**config.mk**
```make
export PLATFORM = sky130hd
export DESIGN_NAME = utf8_to_font_byte_transcoder_unit
export DESIGN_NICKNAME = d
export VERILOG_FILES = /design/src/hw/rtl/u2fb_pkg.sv /design/src/hw/rtl/u2fb_ctrl.sv /design/src/hw/rtl/u2fb_dp.sv /design/src/hw/rtl/utf8_to_font_byte_transcoder_unit.sv
export SDC_FILE = /design/constraint.sdc
export NUM_CORES = 1
export LEC_CHECK = 0
export BUFFER_PORTS_ARGS = -buffer_cell sky130_fd_sc_hd__buf_2
export CAP_MARGIN = 0
export CORE_MARGIN = 1
export CORE_UTILIZATION = 40
export CTS_CLUSTER_DIAMETER = 150
export DETAILED_ROUTE_END_ITERATION = 7
export PLACE_DENSITY = 0.59
export SYNTH_ARGS = -nofsm -noshare
export SYNTH_HDL_FRONTEND = slang
export SYNTH_SLANG_ARGS = --single-unit
export TNS_END_PERCENT = 5
```
**constraint.sdc**
```tcl
create_clock -name clk -period 6.62 [get_ports clk]
set_clock_uncertainty 0.1 [all_clocks]
set_input_delay 0.662 -clock clk [delete_from_list [all_inputs] [get_ports clk]]
set_output_delay 0.662 -clock clk [all_outputs]
set_load 0.005 [all_outputs]
```
**src/hw/rtl/u2fb_pkg.sv**
```systemverilog
package u2fb_pkg;

  typedef enum logic [1:0] {
    ST_IDLE,
    ST_SCAN,
    ST_END
  } u2fb_state_t;

  // controller -> datapath
  typedef struct packed {
    logic load;      // latch the new byte into the window
    logic parse;     // decode one sequence at the cursor and advance
    logic show_end;  // present the end transaction
    logic finish;    // commit remaining window, clear on last
  } u2fb_cmd_t;

  // datapath -> controller
  typedef struct packed {
    logic done;      // nothing more to decode in the window
    logic last;      // latched last flag of the item in progress
  } u2fb_sts_t;

  localparam logic [7:0] BACKSLASH = 8'h5C;
  localparam logic [7:0] POLISH_BASE = 8'hA2;

  function automatic logic is_cont(input logic [7:0] b);
    return b[7:6] == 2'b10;
  endfunction

  function automatic logic [1:0] need_of(input logic [7:0] c);
    logic [1:0] r;
    r = 2'd0;
    if (c >= 8'hF0) r = 2'd3;
    else if (c >= 8'hE0) r = 2'd2;
    else if (c >= 8'hC0) r = 2'd1;
    else if (c == BACKSLASH) r = 2'd1;
    return r;
  endfunction

  // font byte for a code point; bit 8 set when something is produced
  function automatic logic [8:0] map_cp(input logic [20:0] cp);
    logic [8:0] r;
    r = 9'd0;
    if (cp < 21'h80) begin
      r = {1'b1, cp[7:0]};
    end else begin
      case (cp)
        21'h0105: r = {1'b1, POLISH_BASE + 8'd0};
        21'h0107: r = {1'b1, POLISH_BASE + 8'd1};
        21'h0119: r = {1'b1, POLISH_BASE + 8'd2};
        21'h0142: r = {1'b1, POLISH_BASE + 8'd3};
        21'h0144: r = {1'b1, POLISH_BASE + 8'd4};
        21'h00F3: r = {1'b1, POLISH_BASE + 8'd5};
        21'h015B: r = {1'b1, POLISH_BASE + 8'd6};
        21'h017A: r = {1'b1, POLISH_BASE + 8'd7};
        21'h017C: r = {1'b1, POLISH_BASE + 8'd8};
        21'h0104: r = {1'b1, POLISH_BASE + 8'd9};
        21'h0106: r = {1'b1, POLISH_BASE + 8'd10};
        21'h0118: r = {1'b1, POLISH_BASE + 8'd11};
        21'h0141: r = {1'b1, POLISH_BASE + 8'd12};
        21'h0143: r = {1'b1, POLISH_BASE + 8'd13};
        21'h00D3: r = {1'b1, POLISH_BASE + 8'd14};
        21'h015A: r = {1'b1, POLISH_BASE + 8'd15};
        21'h0179: r = {1'b1, POLISH_BASE + 8'd16};
        21'h017B: r = {1'b1, POLISH_BASE + 8'd17};
        21'h2013, 21'h2014: r = {1'b1, 8'h2D};
        21'h2018, 21'h2019: r = {1'b1, 8'h27};
        21'h201C, 21'h201D: r = {1'b1, 8'h22};
        21'h2026: r = {1'b1, 8'h2E};
        default: begin
          if (cp >= 21'hA0 && cp <= 21'hFF) r = {1'b1, cp[7:0]};
        end
      endcase
    end
    return r;
  endfunction

endpackage

```
**src/hw/rtl/u2fb_ctrl.sv**
```systemverilog
module u2fb_ctrl
  import u2fb_pkg::*;
(
  input  logic       clk,
  input  logic       rst_n,
  input  logic       in_valid,
  output logic       in_stall,
  input  logic       out_busy,
  input  u2fb_sts_t  sts,
  output u2fb_cmd_t  cmd
);

  u2fb_state_t state_r, state_nxt;

  always_ff @(posedge clk) begin
    if (!rst_n) state_r <= ST_IDLE;
    else state_r <= state_nxt;
  end

  always_comb begin
    state_nxt = state_r;
    case (state_r)
      ST_IDLE: if (in_valid) state_nxt = ST_SCAN;
      ST_SCAN: begin
        if (!out_busy && sts.done) state_nxt = sts.last ? ST_END : ST_IDLE;
      end
      ST_END: if (!out_busy) state_nxt = ST_IDLE;
      default: state_nxt = ST_IDLE;
    endcase
  end

  always_comb begin
    cmd = '0;
    in_stall = 1'b1;
    case (state_r)
      ST_IDLE: begin
        in_stall = 1'b0;
        cmd.load = in_valid;
      end
      ST_SCAN: begin
        cmd.parse = !out_busy && !sts.done;
        cmd.finish = !out_busy && sts.done && !sts.last;
      end
      ST_END: begin
        cmd.show_end = !out_busy;
        cmd.finish = !out_busy;
      end
      default: ;
    endcase
  end

endmodule

```
**src/hw/rtl/u2fb_dp.sv**
```systemverilog
module u2fb_dp
  import u2fb_pkg::*;
#(
  parameter int unsigned MAX_LENGTH = 4194304
) (
  input  logic        clk,
  input  logic        rst_n,
  input  logic [7:0]  in_byte,
  input  logic        in_last_byte,
  input  u2fb_cmd_t   cmd,
  output u2fb_sts_t   sts,
  output logic        out_busy,
  output logic        out_valid,
  input  logic        out_stall,
  output logic [7:0]  out_byte,
  output logic        out_is_end,
  output logic [22:0] out_length
);

  localparam logic [22:0] MaxLen = 23'(MAX_LENGTH);

  logic [7:0]  win_r [4];
  logic [2:0]  n_r;
  logic [2:0]  pos_r;
  logic        last_r;
  logic [1:0]  pend_r;
  logic [22:0] prod_r;
  logic        ov_r;
  logic [7:0]  ob_r;
  logic        oe_r;
  logic [22:0] ol_r;

  logic [7:0]  c, b0, b1, b2;
  logic [2:0]  avail;
  logic        stop;
  logic [2:0]  step;
  logic [20:0] cp;
  logic [8:0]  fb;
  logic        esc;

  function automatic logic [7:0] wat(input logic [2:0] p);
    logic [7:0] r;
    r = 8'd0;
    if (p < n_r && p < 3'd4) r = win_r[p[1:0]];
    return r;
  endfunction

  assign out_busy = ov_r && out_stall;
  assign out_valid = ov_r;
  assign out_byte = ob_r;
  assign out_is_end = oe_r;
  assign out_length = ol_r;

  always_comb begin
    c = wat(pos_r);
    b0 = wat(pos_r + 3'd1);
    b1 = wat(pos_r + 3'd2);
    b2 = wat(pos_r + 3'd3);
    avail = n_r - pos_r - 3'd1;
    stop = (pos_r >= n_r) || (!last_r && avail < {1'b0, need_of(c)});
    esc = 1'b0;
    cp = {13'd0, c};
    step = 3'd1;
    if (c == BACKSLASH && avail >= 3'd1 && (b0 == 8'h6E || b0 == 8'h74)) begin
      esc = 1'b1;
      step = 3'd2;
    end else if (c >= 8'hF0 && is_cont(b0) && is_cont(b1) && is_cont(b2)) begin
      cp = {c[2:0], b0[5:0], b1[5:0], b2[5:0]};
      step = 3'd4;
    end else if (c >= 8'hE0 && is_cont(b0) && is_cont(b1)) begin
      cp = {5'd0, c[3:0], b0[5:0], b1[5:0]};
      step = 3'd3;
    end else if (c >= 8'hC0 && is_cont(b0)) begin
      cp = {10'd0, c[4:0], b0[5:0]};
      step = 3'd2;
    end
    fb = esc ? {1'b1, (b0 == 8'h6E) ? 8'h0A : 8'h09} : map_cp(cp);
  end

  assign sts.done = stop;
  assign sts.last = last_r;

  always_ff @(posedge clk) begin
    if (cmd.load) begin
      win_r[pend_r] <= in_byte;
      n_r <= {1'b0, pend_r} + 3'd1;
      pos_r <= 3'd0;
      last_r <= in_last_byte;
    end else if (cmd.parse) begin
      pos_r <= pos_r + step;
    end
    if (cmd.finish && !last_r) begin
      // shift the undecided bytes down to the front of the window
      for (int i = 0; i < 3; i++) win_r[i] <= wat(pos_r + 3'(i));
    end
    if (cmd.parse || cmd.show_end) begin
      ob_r <= cmd.show_end ? 8'd0 : fb[7:0];
      oe_r <= cmd.show_end;
      ol_r <= cmd.show_end ? prod_r : 23'd0;
    end
  end

  always_ff @(posedge clk) begin
    if (!rst_n) begin
      pend_r <= 2'd0;
      prod_r <= 23'd0;
      ov_r <= 1'b0;
    end else begin
      if (cmd.finish) begin
        pend_r <= last_r ? 2'd0 : 2'(n_r - pos_r);
        if (last_r) prod_r <= 23'd0;
      end
      if (cmd.parse && fb[8] && prod_r < MaxLen) prod_r <= prod_r + 23'd1;
      if (cmd.show_end || (cmd.parse && fb[8])) ov_r <= 1'b1;
      else if (!out_stall) ov_r <= 1'b0;
    end
  end

endmodule

```
**src/hw/rtl/utf8_to_font_byte_transcoder_unit.sv**
```systemverilog
// Channel | Direction | Handshake           | Payload
// in_     | input     | in_valid/in_stall   | in_byte[7:0], in_last_byte
// out_    | output    | out_valid/out_stall | out_byte[7:0], out_is_end, out_length[22:0]
//
// An input byte is first loaded, then the decoded sequences in the window are
// walked, then the leftovers are committed; a last byte adds the end
// transaction. The single decode unit walks the window one sequence per cycle
// while the output is not stalled; no new byte is taken until the window is committed.
// rst_n is synchronous; it empties the window and clears the length count.
// A stalled output transaction holds the decoder in place until taken.
module utf8_to_font_byte_transcoder_unit
  import u2fb_pkg::*;
#(
  parameter int unsigned MAX_LENGTH = 4194304
) (
  input  logic        clk,
  input  logic        rst_n,
  input  logic        in_valid,
  output logic        in_stall,
  input  logic [7:0]  in_byte,
  input  logic        in_last_byte,
  output logic        out_valid,
  input  logic        out_stall,
  output logic [7:0]  out_byte,
  output logic        out_is_end,
  output logic [22:0] out_length
);

  u2fb_cmd_t cmd;
  u2fb_sts_t sts;
  logic      out_busy;

  // sequencer: load, walk the window, end transaction
  u2fb_ctrl u_ctrl (
    .clk      (clk),
    .rst_n    (rst_n),
    .in_valid (in_valid),
    .in_stall (in_stall),
    .out_busy (out_busy),
    .sts      (sts),
    .cmd      (cmd)
  );

  // window, decoder, font map and output register
  u2fb_dp #(
    .MAX_LENGTH (MAX_LENGTH)
  ) u_dp (
    .clk          (clk),
    .rst_n        (rst_n),
    .in_byte      (in_byte),
    .in_last_byte (in_last_byte),
    .cmd          (cmd),
    .sts          (sts),
    .out_busy     (out_busy),
    .out_valid    (out_valid),
    .out_stall    (out_stall),
    .out_byte     (out_byte),
    .out_is_end   (out_is_end),
    .out_length   (out_length)
  );

  // an end transaction carries a zero byte
  assert property (@(posedge clk) disable iff (!rst_n)
    out_valid && out_is_end |-> out_byte == 8'd0)
    else $error("end transaction with nonzero byte");

  // never decode and load in the same cycle
  assert property (@(posedge clk) disable iff (!rst_n)
    !(cmd.load && cmd.parse))
    else $error("load during decode");

  // no decode step while a result is stalled and the input is not stalled
  assert property (@(posedge clk) disable iff (!rst_n)
    out_valid && out_stall && !in_stall |-> !cmd.parse)
    else $error("decode while output stalled");

endmodule
```
# ---- After elaboration in Yosys (flattened, before gate mapping)
# Memories as Yosys holds them, arrays and structs flattened. A register that Yosys moved wholly into a read port is not among the register bits.
# Cells that the tools add are included.
dict set report totals {
  register_bits 67
  ramBits 32
  inputBits 13
  out_inout_bits 34
  elab_cells 161
  mem_count 1
}
# name depth width rd rd_clocked_by_memory_dff wr line
set memory_table {}
lappend memory_table {u_dp.win_r 4 8 4 1 3 u2fb_dp.sv:22} ;# logic [7:0] win_r [4];
dict set report classes {
  addsub 8
  n_lt_le_gt_ge 18
  eq_ne 37
  n_mux 50
  n_reduce_logical 37
}
# operator count
set op_table {}
lappend op_table {{21-bit by 9-bit == test with 1-bit output (second input constant)} 16}
lappend op_table {{9-bit case mux with 22 select lines} 1}
lappend op_table {{21-bit by 14-bit == test with 1-bit output (second input constant)} 7}
lappend op_table {{23-bit two-way mux} 3}
lappend op_table {{8-bit two-way mux} 8}
lappend op_table {{21-bit two-way mux} 3}
lappend op_table {{21-bit by 8-bit == test with 1-bit output (second input constant)} 2}
lappend op_table {{9-bit two-way mux} 3}
lappend op_table {{2-bit two-way mux} 13}
lappend op_table {{8-bit by 7-bit == test with 1-bit output (second input constant)} 3}
lappend op_table {{8-bit >= comparator (second input constant)} 3}
lappend op_table {{23-bit by 1-bit adder with 23-bit output (second input constant)} 1}
lappend op_table {{23-bit < comparator (second input constant)} 1}
lappend op_table {{21-bit by 8-bit >= comparator with 1-bit output (second input constant)} 1}
lappend op_table {{21-bit by 8-bit less-or-equal comparator with 1-bit output (second input constant)} 1}
lappend op_table {{1-bit logical AND} 21}
lappend op_table {{21-bit by 8-bit < comparator with 1-bit output (second input constant)} 1}
lappend op_table {{1-bit two-way mux} 13}
lappend op_table {{3-bit < comparator} 4}
lappend op_table {{3-bit < comparator (second input constant)} 4}
lappend op_table {{11-bit two-way mux} 1}
lappend op_table {{3-bit two-way mux} 3}
lappend op_table {{2-bit == test (second input constant)} 4}
lappend op_table {{8-bit OR reduction} 1}
lappend op_table {{21 further kinds} 32}

# ---- Longest topological paths before layout
dict set report depth {
  word_depth 20
  mapped_depth 22
}

# ---- Modules after synthesis
# A second synthesis with hierarchy kept.
dict set report unflattened {
  hier_cells 704
  area_unflattened_um2 7145.6
}
# module n_inst cells_each area_per_inst_um2
set by_module_without_submodules {}
lappend by_module_without_submodules {u2fb_dp 1 678 6935.4}
lappend by_module_without_submodules {u2fb_ctrl 1 26 210.2}

# ---- Worst setup path after synthesis
# No wires, ideal clock.
dict set report synth_timing {
  path_kind {reg-to-reg}
  startpoint {register u_dp.pos_r[1]}
  endpoint {register u_dp.prod_r[15]}
  setup_time_ps 114
  t_arrival_ps 4624
  slack_ps 1782
  stages_incl_launch_ff 20
  synth_period_minus_slack_ps 4838
  cell_sequence {dfxtp_1 > buf_2 > inv_1 > ha_1 > ha_1 > nor2b_1 > o21ai_1 > and4_1 > buf_2 > nand2_1 > o41a_4 > or4_4 > nand2b_4 > a211o_1 > o211ai_2 > o21a_1 > buf_6 > buf_8 > o22ai_1 > a21o_1}
}
dict set report synth_via {
  elab_chain_len 20
  elab_cells_between_ends 102
}
# item line
set synth_rtl {}
lappend synth_rtl {{start, declared} u2fb_dp.sv:24} ;# logic [2:0] pos_r;
lappend synth_rtl {{start signal, assigned} u2fb_dp.sv:90} ;# pos_r <= pos_r + step;
lappend synth_rtl {{3-bit by 1-bit adder with 3-bit output} u2fb_dp.sv:56} ;# b0 = wat(pos_r + 3'd1);
lappend synth_rtl {{3-bit < comparator} u2fb_dp.sv:44} ;# if (p < n_r && p < 3'd4) r = win_r[p[1:0]];
lappend synth_rtl {{1-bit logical AND} u2fb_dp.sv:44}
lappend synth_rtl {{8-bit two-way mux} n/a}
lappend synth_rtl {{2-bit == test} u2fb_pkg.sv:27} ;# return b[7:6] == 2'b10;
lappend synth_rtl {{1-bit logical AND, on equally long branches} {u2fb_dp.sv:73, u2fb_dp.sv:67, u2fb_dp.sv:70}}
lappend synth_rtl {{11-bit two-way mux, or another cell as far along} u2fb_dp.sv:73} ;# end else if (c >= 8'hC0 && is_cont(b0)) begin
lappend synth_rtl {{21-bit two-way mux or 1-bit logical AND (tied branches)} {u2fb_dp.sv:70, u2fb_dp.sv:67}}
lappend synth_rtl {{[... 3 more ...]} n/a}
lappend synth_rtl {{1-bit logical AND} u2fb_pkg.sv:71} ;# if (cp >= 21'hA0 && cp <= 21'hFF) r = {1'b1, cp[7:0]};
lappend synth_rtl {{9-bit two-way mux} u2fb_pkg.sv:71}
lappend synth_rtl {{9-bit case mux with 22 select lines} u2fb_pkg.sv:47} ;# case (cp)
lappend synth_rtl {{9-bit two-way mux} u2fb_pkg.sv:44} ;# if (cp < 21'h80) begin
lappend synth_rtl {{9-bit two-way mux} u2fb_dp.sv:77} ;# fb = esc ? {1'b1, (b0 == 8'h6E) ? 8'h0A : 8'h09} : map_cp(cp);
lappend synth_rtl {{1-bit logical AND (2 in series)} u2fb_dp.sv:113} ;# if (cmd.parse && fb[8] && prod_r < MaxLen) prod_r <= prod_r + 23'd1;
lappend synth_rtl {{2-bit nonzero test (no line)} n/a}
lappend synth_rtl {{2-bit AND reduction (no line)} n/a}
lappend synth_rtl {{end signal, assigned} u2fb_dp.sv:113}
lappend synth_rtl {{end, declared} u2fb_dp.sv:27} ;# logic [22:0] prod_r;
# Parallel ways exist; a longest one is shown, timed or not.
# A chain may end at the register's enable or synchronous reset.

# ---- Final worst setup path
dict set report layout_timing {
  startpoint {register u_dp.n_r[1]}
  endpoint {register u_dp.prod_r[19]}
}
dict set report layout_via {
  elab_chain_len 19
  elab_cells_between_ends 94
}
# item line
set layout_rtl {}
lappend layout_rtl {{start, declared} u2fb_dp.sv:23} ;# logic [2:0] n_r;
lappend layout_rtl {{start signal, assigned} u2fb_dp.sv:86} ;# n_r <= {1'b0, pend_r} + 3'd1;
lappend layout_rtl {{3-bit < comparator} u2fb_dp.sv:44}
lappend layout_rtl {{1-bit logical AND} u2fb_dp.sv:44}
lappend layout_rtl {{8-bit two-way mux} n/a}
lappend layout_rtl {{8-bit >= comparator, or another cell as far along} {u2fb_pkg.sv:35, u2fb_dp.sv:73}}
lappend layout_rtl {{1-bit logical AND, on equally long branches} {u2fb_dp.sv:73, u2fb_dp.sv:67, u2fb_dp.sv:70}}
lappend layout_rtl {{11-bit two-way mux, or another cell as far along} u2fb_dp.sv:73}
lappend layout_rtl {{21-bit two-way mux or 1-bit logical AND (tied branches)} {u2fb_dp.sv:70, u2fb_dp.sv:67}}
lappend layout_rtl {{21-bit two-way mux} u2fb_dp.sv:67} ;# end else if (c >= 8'hF0 && is_cont(b0) && is_cont(b1) && is_cont(b2)) begin
lappend layout_rtl {{[... 2 more ...]} n/a}
lappend layout_rtl {{1-bit logical AND} u2fb_pkg.sv:71}
lappend layout_rtl {{9-bit two-way mux} u2fb_pkg.sv:71}
lappend layout_rtl {{9-bit case mux with 22 select lines} u2fb_pkg.sv:47}
lappend layout_rtl {{9-bit two-way mux} u2fb_pkg.sv:44}
lappend layout_rtl {{9-bit two-way mux} u2fb_dp.sv:77}
lappend layout_rtl {{1-bit logical AND (2 in series)} u2fb_dp.sv:113}
lappend layout_rtl {{2-bit nonzero test (no line)} n/a}
lappend layout_rtl {{2-bit AND reduction (no line)} n/a}
# Parallel ways exist; a longest one is shown, timed or not.

==> summary.txt <==
Cells and area
  – # diodes: 0
  – Layout cells sized above 1: 18.38%
  – Layout Nets: 753
  – Fillcell total: 1563
  – Final Util: 45.98%
  – Area Overhead vs Synth: 11.05%

STA
  – Max Slew Vio Count: 0
  – Final Hold Slack: 370.3 ps
  – Unrepaired setup endpoints after global routing: no
  – Hold Fails Final Rpt: 0
  – Rel. slew slack: 43.02%
  – Setup violators final: 0
  – Part of the cycle the worst path needs: 87.72%
  – Slew at the pin closest to its max-slew limit: 846.9 ps
  – Setup TNS: 0 ps
  – F_max: 172.2 MHz
  – Final min period: 5807 ps

Place
  – Final Wtd Congestion: 0.9217
  – Post-DP HPWL: 14.08 mm
  – PortBufs: 46

Synth
  – YS warnings: 0
  – Top-count cell post-synth: edfxtp_1
  – Post-synthesis compound-gate area fraction: 17.15%
  – Post-synth net total: 714
  – Synthesized flop and latch total: 101
  – Largest area contributor in the netlist: edfxtp_1
  – Number of flops mapped to enable cells by yosys: 68
  – Largest family of logic cells by synthesized area: simple AND/OR/NAND/NOR gates
  – Seq/Total Area, Yosys: 38.95%
  – Area contributors post-synth: edfxtp_1 (29%), dfxtp_1 (9.5%), mux4_2 (8.8%)
  – Post-synth top cells: edfxtp_1 (68), nand2_1 (63), and3_1 (38), nor2_1 (37), dfxtp_1 (33)
  – Top-area cell type share of the netlist area: 29.43%
  – Ys async rst share: 0%
  – Synth Instances: 674
  – Post-Synth Simple-Gate Area: 21.62%
  – Mapped Area: 6939 µm²
  – Multiplexer area fraction after synthesis: 11.92%
  – Synth unique cells: 84
  – Synth Area in Adders: 5.085%
  – Main synth FF type: edfxtp_1
  – Mapped Avg Cell Area: 10.30 µm²
  – Synth Area in XOR/XNOR: 1.136%

Floorplanning
  – FP Rows: 47
  – Die area: 17880 µm²
  – Chip height: 133.7 µm
  – Core ar.: 16760 µm²
  – Die X: 133.7 µm
  – # IOs: 47
  – Initial Util: 41.40%

Clocking
  – Worst-case clock buffer depth: 2
  – Clock Latency Late Sink: 370 ps
  – Number of hold buffers added after cts: 0
  – Total CTS buffers: 9
  – Clock sinks: 101
  – # resized after CTS: 0
  – CTS tree: built
  – Clock transition at the registers of the reported paths: 80 ps
  – Post-CTS Setup Inserts: 0
  – H-tree Lvls: 3
  – Root Buffer: clkbuf_16

Global routing
  – Initial antenna violation count: 0
  – Total GRT Usage: 22.14%
  – Pin count of the biggest net entering global routing: 36
  – GRT overflow: 0
  – First-pass GRT wire length: 30.46 mm
  – Vias in the first global route: 5447

Setup path
  – Crit path required time: 6780 ps
  – CP Capture Type: register
  – CP startpoint kind: register
  – Critical path peak fanout: 17
  – Crit path kind: reg -> reg
  – Critical path arrival: 5960 ps

Flow run
  – Max Cap Violations: 0

Power
  – P_sw: 1.064 mW
  – Pwr/cell area: 328.2 nW/µm²
  – Int Pwr: 1.466 mW
  – Tot Pwr: 2.529 mW
  – Sequential cell fraction of total power: 31.1%
  – Sw Ratio: 42.06%
  – Static leakage: 3.023 nW
  – VDD IR-drop max: 0.0001484 V
  – Clock network power share: 22.4%
  – Comb power frac: 46.5%

Route
  – DRC viols: 0
  – Vias post-DR: 5870
  – DRT Wirelength: 19.32 mm
  – Drt first pass iters: 5
  – DR iter-0 viols: 738
  – Vias/cell: 6.258
  – DRT antenna net count: 0
  – Avg WL per Cell: 20.60 µm

Run status
  – Status: complete, no violations

Min path
  – Worst min-delay path class: in -> reg
## stage by stage
step | instances | instance area [µm²] | worst slack, ps
finish | 938 | 7706 | 812.8
global route | 938 | 7706 | 456.0
CTS | 938 | 7706 | 912.1
detailed placement | 922 | 7391 | 973.7
floorplan | 674 | 6939 | 1782
global placement | 922 | 7391 | 1144
## flip-flops by register name (all words and copies together) (netlist names), 2 cells and up, named ones only
signal and count:
u_dp.pos_r 3, u_dp.pend_r 2, u_ctrl.state_r 2, u_dp.n_r 3
u_dp.prod_r 23, u_dp.out_length 23, u_dp.out_byte 8, u_dp.win_r 32
## per-layer routing
| layer | up-vias | global-route usage [%] | wire [µm] | part of all wire, % |
|---|---|---|---|---|
| met4 | 0 | 7.891 | 506 | 2.6 |
| li1 | 2714 | - | - | - |
| met3 | 36 | 4.490 | 1161 | 6.0 |
| met1 | 2876 | 29.94 | 8625 | 45 |
| met2 | 244 | 35.09 | 9029 | 47 |
| met5 | - | 0 | 0 | 0 |
## worst max-delay path, cell delays in order (launching register included)
cell and delay, ps:
edfxtp_1 440, inv_1 140, ha_1 270, nor2b_1 140, o21ai_1 500, nand4_1 730
and3_1 400, o41a_4 490, or4_4 590, nor4b_1 400, a32oi_1 140, nand4b_1 240
o21a_1 630, nor2_4 150, a211o_1 320
## layout by cell type, fill, tap and decap left out, drive strengths merged, types with 16 or more instances in the layout
cell type and instances:
inv 26, and3 39, nor3 16, buf 63, a21oi 21, nand3 28
dfxtp 33, o21ai 34, edfxtp 68, nand2 63, ha 25, nor2 39
mux4 31
## power by group through the flow
stage / Combinational (mW) / Sequential [mW] / Clock [mW]
finish: 1.18 / 0.786 / 0.567
global route: 1.27 / 0.794 / 0.593
CTS: 1.16 / 0.787 / 0.579
detailed placement: 1.15 / 0.801 / 0
global placement: 1.15 / 0.799 / 0
floorplan: 0.841 / 0.790 / 0
## final cells by class
| type | instances | area (µm²) | share of cell area [%] |
|---|---|---|---|
| sequential | 101 | 2703 | 35.07 |
| timing repair buffer | 63 | 370.4 | 4.806 |
| inverter | 25 | 93.84 | 1.218 |
| multi-input combinational | 513 | 3949 | 51.24 |
| clock buffer | 9 | 225.2 | 2.923 |
| clock inverter | 7 | 90.09 | 1.169 |
| tap | 220 | 275.3 | 3.572 |
## cells by family after synthesis
kind of cell / count (synthesis)
xor+xnor: 9
flops: 101
buf+inv: 60
simple gates: 270
compound gates: 165
fa+ha+maj: 27
mux: 42
## worst paths after layout
| kind | to | slack (ps) | start | cells past startpoint |
|---|---|---|---|---|
| setup / recovery | u_dp.prod_r[19] | 810 | u_dp.n_r[1] | 14 |
| hold / removal | u_dp.last_r | 370 | in_last_byte | 1 |
| setup reg to reg | u_dp.prod_r[19] | 810 | u_dp.n_r[1] | 14 |
| hold reg to reg | u_ctrl.state_r[1] | 380 | u_ctrl.state_r[1] | 2 |
Note: power is estimated with default switching activity, not from simulation.
